$ cat src/rtl/core/dcmc_pkg.sv
// ----------------------------------------------------------------------------
// dcmc_pkg
// Shared types, constants and width helpers for the donor-cell convection
// pipeline.
// ----------------------------------------------------------------------------
package dcmc_pkg;

    // velocity format: signed, 8 integer bits, the rest fraction
    localparam int VELOCITY_WIDTH_DEF = 32;
    localparam int VELOCITY_INT_BITS  = 8;

    // register widths
    localparam int INV_WIDTH   = 32;
    localparam int BLEND_WIDTH = 17;
    localparam int OUT_WIDTH   = 48;
    localparam int APB_DATA_WIDTH = 32;
    localparam int APB_ADDR_WIDTH = 4;

    // reset values
    localparam logic [INV_WIDTH-1:0]   INV_RESET   = 32'd65536;
    localparam logic [BLEND_WIDTH-1:0] BLEND_RESET = 17'd0;

    // saturation limits of the Q24.24 results
    localparam logic signed [OUT_WIDTH-1:0] OUT_MAX = 48'sh7FFF_FFFF_FFFF;
    localparam logic signed [OUT_WIDTH-1:0] OUT_MIN = 48'sh8000_0000_0000;

    // number of register stages, output register included
    localparam int NUM_STAGES = 7;

    // register map, word index
    typedef enum logic [1:0] {
        REG_INV_WIDTH    = 2'd0,
        REG_INV_HEIGHT   = 2'd1,
        REG_UPWIND_BLEND = 2'd2
    } reg_index_t;

    typedef struct packed {
        logic [INV_WIDTH-1:0]   inv_cell_width;
        logic [INV_WIDTH-1:0]   inv_cell_height;
        logic [BLEND_WIDTH-1:0] upwind_blend;
    } cfg_t;

    // per-stage load strobes
    typedef struct packed {
        logic sum;
        logic prod;
        logic face;
        logic diff;
        logic part;
        logic term;
        logic out;
    } stage_load_t;

    // face value: 65536*a*b + gamma*|a|*d, with a, b, d one bit wider than
    // a velocity
    function automatic int face_width(input int vw);
        return 2 * vw + 22;
    endfunction

    // final right shift: 2*frac + 10
    function automatic int final_shift(input int vw);
        return 2 * (vw - VELOCITY_INT_BITS) + 10;
    endfunction

endpackage

$ cat src/rtl/core/dcmc_apb_regs.sv
// ----------------------------------------------------------------------------
// dcmc_apb_regs
// APB register file: reciprocal cell sizes and the donor-cell blend weight.
// ----------------------------------------------------------------------------
module dcmc_apb_regs (
    input  logic                                   clk,
    input  logic                                   rst_n,
    input  logic                                   psel,
    input  logic                                   penable,
    input  logic                                   pwrite,
    input  logic [dcmc_pkg::APB_ADDR_WIDTH-1:0]    paddr,
    input  logic [dcmc_pkg::APB_DATA_WIDTH-1:0]    pwdata,
    output logic [dcmc_pkg::APB_DATA_WIDTH-1:0]    prdata,
    output logic                                   pready,
    output dcmc_pkg::cfg_t                         cfg
);

    logic [dcmc_pkg::INV_WIDTH-1:0]   inv_w_reg;
    logic [dcmc_pkg::INV_WIDTH-1:0]   inv_h_reg;
    logic [dcmc_pkg::BLEND_WIDTH-1:0] blend_reg;
    logic                             wr_en;
    dcmc_pkg::reg_index_t             reg_sel;

    assign pready  = 1'b1;
    assign wr_en   = psel && penable && pwrite;
    assign reg_sel = dcmc_pkg::reg_index_t'(paddr[3:2]);

    // register writes
    always_ff @(posedge clk or negedge rst_n)
    begin
        if (!rst_n)
        begin
            inv_w_reg <= dcmc_pkg::INV_RESET;
            inv_h_reg <= dcmc_pkg::INV_RESET;
            blend_reg <= dcmc_pkg::BLEND_RESET;
        end
        else if (wr_en)
        begin
            unique case (reg_sel)
                dcmc_pkg::REG_INV_WIDTH:    inv_w_reg <= pwdata;
                dcmc_pkg::REG_INV_HEIGHT:   inv_h_reg <= pwdata;
                dcmc_pkg::REG_UPWIND_BLEND:
                    blend_reg <= pwdata[dcmc_pkg::BLEND_WIDTH-1:0];
                default: ;
            endcase
        end
    end

    // read mux
    always_comb
    begin
        unique case (reg_sel)
            dcmc_pkg::REG_INV_WIDTH:    prdata = inv_w_reg;
            dcmc_pkg::REG_INV_HEIGHT:   prdata = inv_h_reg;
            dcmc_pkg::REG_UPWIND_BLEND:
                prdata = {{(dcmc_pkg::APB_DATA_WIDTH-dcmc_pkg::BLEND_WIDTH){1'b0}},
                          blend_reg};
            default:                    prdata = '0;
        endcase
    end

    assign cfg.inv_cell_width  = inv_w_reg;
    assign cfg.inv_cell_height = inv_h_reg;
    assign cfg.upwind_blend    = blend_reg;

endmodule

$ cat config.mk
export PLATFORM = sky130hd
export DESIGN_NAME = dcmc_apb_regs
export DESIGN_NICKNAME = d
export VERILOG_FILES = /design/src/rtl/core/dcmc_pkg.sv /design/src/rtl/core/dcmc_apb_regs.sv
export SDC_FILE = /design/constraint.sdc
export NUM_CORES = 1
export LEC_CHECK = 0
export ABC_AREA = 1
export BUFFER_PORTS_ARGS = -buffer_cell sky130_fd_sc_hd__clkbuf_2
export CAP_MARGIN = 20
export CELL_PAD_IN_SITES_DETAIL_PLACEMENT = 0
export CELL_PAD_IN_SITES_GLOBAL_PLACEMENT = 2
export CORE_MARGIN = 2
export CORE_UTILIZATION = 25
export DETAILED_ROUTE_END_ITERATION = 6
export PLACE_DENSITY_LB_ADDON = 0.1
export SLEW_MARGIN = 10
export SYNTH_ARGS = -nofsm -noshare
export SYNTH_HDL_FRONTEND = slang
export SYNTH_SLANG_ARGS = --single-unit
$ cat constraint.sdc
create_clock -name clk -period 1.2 [get_ports clk]
set_input_delay 0.24 -clock clk [delete_from_list [all_inputs] [get_ports clk]]
set_output_delay 0.24 -clock clk [all_outputs]
set_load 0.05 [all_outputs]
* After elaboration in Yosys (flattened, before gate mapping)
Index checks and enable logic that the tools add are counted.
** Storage, ports and cells
- Bits of input ports :: 41
- Register bits after elaboration :: 81
- Word-level logic and storage cells :: 12
- Output and inout port bits :: 114
** Operators by class
- Equal/unequal tests :: 2
- Multiplexer cells :: 1
- Reductions and logical operators :: 6
** Operator list (number)
- case mux 32 bit (3 select lines) :: 1
- AND reduction 2 bit :: 3
- == test 2 x 1 -> 1 bit, second input constant :: 1
- == test 2 bit, second input constant :: 1
- logical AND 1 bit :: 2
- zero test 2 bit :: 1

* Depth between registers and ports, before layout
- Depth after elaboration :: 3
- Mapped depth :: 7
- Mapped depth without buffers :: 6

* Worst setup path after synthesis
No wires, ideal clock.
- Kind :: reg-to-output
- Start :: register inv_h_reg[16] (netlist name)
- End :: output port prdata[16] (netlist name)
- Path buffers :: 0
- Data arrival time :: 1.167 ns
- Required time :: 0.960 ns
- Path slack :: -0.207 ns
- Cell stages (with the launch flop) :: 3
- Path through :: dfstp_2 -> nand2_1 -> nand3_1
** On the way
- Cells in the longest elaborated chain, start to end :: 1
** RTL lines
- start: declaration :: RTL line dcmc_apb_regs.sv:19 : logic [dcmc_pkg::INV_WIDTH-1:0] inv_h_reg;
- start signal: assignment :: RTL line dcmc_apb_regs.sv:34 : inv_h_reg <= dcmc_pkg::INV_RESET;
- start signal: assignment :: RTL line dcmc_apb_regs.sv:41 : dcmc_pkg::REG_INV_HEIGHT: inv_h_reg <= pwdata;
- case mux 32 bit (3 select lines) :: RTL line dcmc_apb_regs.sv:52 : unique case (reg_sel)
- end: declaration :: RTL line dcmc_apb_regs.sv:13 : output logic [dcmc_pkg::APB_DATA_WIDTH-1:0] prdata,
No other way between the ends.

* Worst setup path in the final report
- Start :: register inv_w_reg[16] (netlist name)
- End :: output port prdata[16] (netlist name)
** On the way
- Cells in the longest elaborated chain, start to end :: 1
** RTL lines
- start: declaration :: RTL line dcmc_apb_regs.sv:18 : logic [dcmc_pkg::INV_WIDTH-1:0] inv_w_reg;
- start signal: assignment :: RTL line dcmc_apb_regs.sv:33 : inv_w_reg <= dcmc_pkg::INV_RESET;
- start signal: assignment :: RTL line dcmc_apb_regs.sv:40 : dcmc_pkg::REG_INV_WIDTH: inv_w_reg <= pwdata;
- case mux 32 bit (3 select lines) :: RTL line dcmc_apb_regs.sv:52
No other way between the ends.

==> run metrics <==
outcome=finished, violations left; failing checks=negative setup slack; total CTS buffers=9; FF+latch count, synth=81; sum of net half-perimeters after detailed placement=9090 um; vias in the first global route=3710; worst vdd rail ir drop=0.663 mV; via-per-instance ratio=4.25; Max Fclk=0.711 GHz; number of instances in the synthesized netlist=478; required time at the worst-slack endpoint=0.96 ns; wire length on met1=6090 um; Clock Tree Buf Depth=2; Layout area overhead=103%; endpoints failing hold=0; leakage power=3.76 nW; Post-Synthesis Cell Area=0.00363 sq mm; CTS tree=yes; total power density per cell area=1800 mW/mm^2; Yosys cell types=14; RSZ-0062 raised after global routing=yes; delay of the slowest critical-path stage=0.53 ns; Avg Synthesized Cell Area=7.59 sq um; primary flip-flop cell chosen by synthesis mapping=sky130_fd_sc_hd__dfrtp_1; share of flip-flops with an asynchronous set or reset=100%; Inserted Diodes=0; fillcell total=1347; sequential share of power=31.3%; Synth Net Count=519; area of the multi-input gates=0.00180 sq mm; crit path max-delay cell type=sky130_fd_sc_hd__dfstp_2; total via count in the routed design=3782; maximum number of pins on one net before global-route repair=43; Reg clk slew, reported paths=0.06 ns; Bufs and invs on worst path=1; cell type contributing the most total cell area after synthesis=sky130_fd_sc_hd__dfrtp_1; Hold/Removal Path Class=in -> reg; area of the core=0.0144 sq mm; number of maximum-capacitance violations=0; top post-synthesis cells by count=sky130_fd_sc_hd__nand2_1, sky130_fd_sc_hd__dfrtp_1, sky130_fd_sc_hd__nand3_1; top routing layer used=met4; largest family of logic cells by synthesized area=simple AND/OR/NAND/NOR gates; clock period minus final worst setup slack=1.41 ns; top post-synthesis cells by area=sky130_fd_sc_hd__dfrtp_1, sky130_fd_sc_hd__nand2_1, sky130_fd_sc_hd__nand3_1, sky130_fd_sc_hd__buf_2, sky130_fd_sc_hd__buf_4; proportion of total power due to net switching=41.6%; kind of end point of the critical path=primary output; initial antenna violation count=0; xor/xnor cell area share of the yosys netlist=0%; Tot GR Track Use=17.7%; Worst-Skew Late Latency=0.33 ns; sinks on the clock net=81; portion of synthesized cell area occupied by the leading cell type=54.5%; nature of the critical path startpoint=flip-flop; register area share after synthesis=56.0%; Synth Area in Compound Gates=0%; initial drt markers=169; overall overflow remaining after global route=0; Internal Power=0.00774 W; fin. max-slew vios=0; largest fanout of any net on the critical path=2; data arrival time at the worst-slack endpoint=1.17 ns; H-tree lvl count=3; Critical Setup Path Class=reg -> out; ports placed on the boundary=155; power share of the clock group=19.0%; net switching component of the power=0.00553 W; Placement Rows=44; Post-synth EDFFs=0; die boundary height=124 um; multiplexer area fraction after synthesis=0%; number of failing setup endpoints in the final timing report=51; worst slack at placement=-0.261 ns; post-detailed-route count of antenna-violating nets=0; number of DRC violations after detailed routing=0; effective utilization at floorplan=25.2%; cell class contributing the biggest share of worst-path delay=flip-flops; layout cell share with drive strength beyond 1=61.8%; adder and majority cell fraction of the synthesized area=0%; final estimated routing congestion in global placement=0.710; Avg WL per Cell=15.5 um; wire length on met3=668 um; Clock Skew=0 ns; wire length reported by the detailed router=13700 um; series of cell instances along the critical path=nand2_2 -> nand3_4 -> clkbuf_16; root buf cell=sky130_fd_sc_hd__clkbuf_16; wire length on met2=6790 um; most frequently used cell type in the post-synthesis netlist=sky130_fd_sc_hd__nand2_1; synthesized-area fraction occupied by and/or/nand/nor cells=39.6%; worst hold slack=0.118 ns; Gate power share=49.8%; count of nets after finishing=741; Synth warnings=0; Initial DRT Pass Iterations=4; wire length of the first global-routing pass=21300 um; fraction of the cycle the final worst path needs=117%; PortBufs=151; die outline area=0.0155 sq mm; area occupied by registers=0.00213 sq mm; chip width=124 um; Final WS setup=-0.207 ns
## tightest hold or removal path: cells and delay by family
family	cells	cell delay, ns
buf+inv	1	0.10
simple gates	2	0.10
## cells by family (layout without fill, tap and decap cells)
kind of cell / count (synthesis) / in the layout
simple gates: 369 / 369
flops: 81 / 81
buf+inv: 27 / 254
other cells: 1 / 1
## layer usage
metal | up-vias | global-route usage [%]
met4 | 0 | 5.75
met2 | 96 | 29.1
met3 | 12 | 3.99
met1 | 1788 | 23.0
met5 | - | 0
li1 | 1886 | -
## worst paths after layout
path                       slack [ns]            end           from  cells after the start
setup / recovery                -0.21     prdata[16]  inv_w_reg[16]                      3
hold / removal                   0.12  inv_w_reg[16]     pwdata[16]                      3
setup reg to reg                 0.33  blend_reg[11]  blend_reg[11]                      4
hold reg to reg                  0.50  inv_w_reg[25]  inv_w_reg[25]                      2
max in group asynchronous        0.48  inv_w_reg[16]          rst_n                      3
min in group asynchronous        0.44  inv_w_reg[14]          rst_n                      3
## cell usage in the layout (no fill, tap or decap), drive strengths merged
cell         Yosys  final
inv              5      5
conb             1      1
buf             22    186
nand3           18     18
dfrtp           79     79
dlygate4sd3      0      1
nand2          346    346
nor2             5      5
dfstp            2      2
clkbuf           0     62
## through the flow
step / util [%] / setup TNS, ns / cell area (sq um) / std cells / total power [W]
after CTS: 47.2 / -5.08 / 6790 / 861 / 0.0125
after global routing: 51.3 / -7.03 / 7370 / 889 / 0.0139
after floorplan: - / -0.00282 / 3860 / 478 / 0.00713
final: 51.3 / -5.20 / 7370 / 889 / 0.0133
after global placement: 35.8 / -14.11 / 5140 / 824 / 0.00840
after detailed placement: 35.8 / -15.95 / 5140 / 824 / 0.00844
## power by group through the flow
stage | Clock, W | Combinational [W] | Sequential, W
2_1_floorplan | 0 | 0.00129 | 0.00584
3_3_place_gp | 0 | 0.00447 | 0.00393
3_5_place_dp | 0 | 0.00449 | 0.00395
4_1_cts | 0.00261 | 0.00587 | 0.00404
5_1_grt | 0.00275 | 0.00691 | 0.00423
6_report | 0.00252 | 0.00660 | 0.00415
## final cells by class
cell class	instances	share of cell area [%]
multi-input combinational	370	24.5
clock buffer	16	3.55
timing repair buffer	233	39.6
tap	184	3.12
sequential	81	28.9
inverter	5	0.424
## timing repair
item,in CTS,in global routing
gates resized for setup,291,158
hold buffers,1,0
cloned,1,2
pin swaps,65,32
hold endpoints to repair,79,0
endpoints found under the setup margin,113,101
buffers inserted,19,27
(Power assumes the default switching activity.)
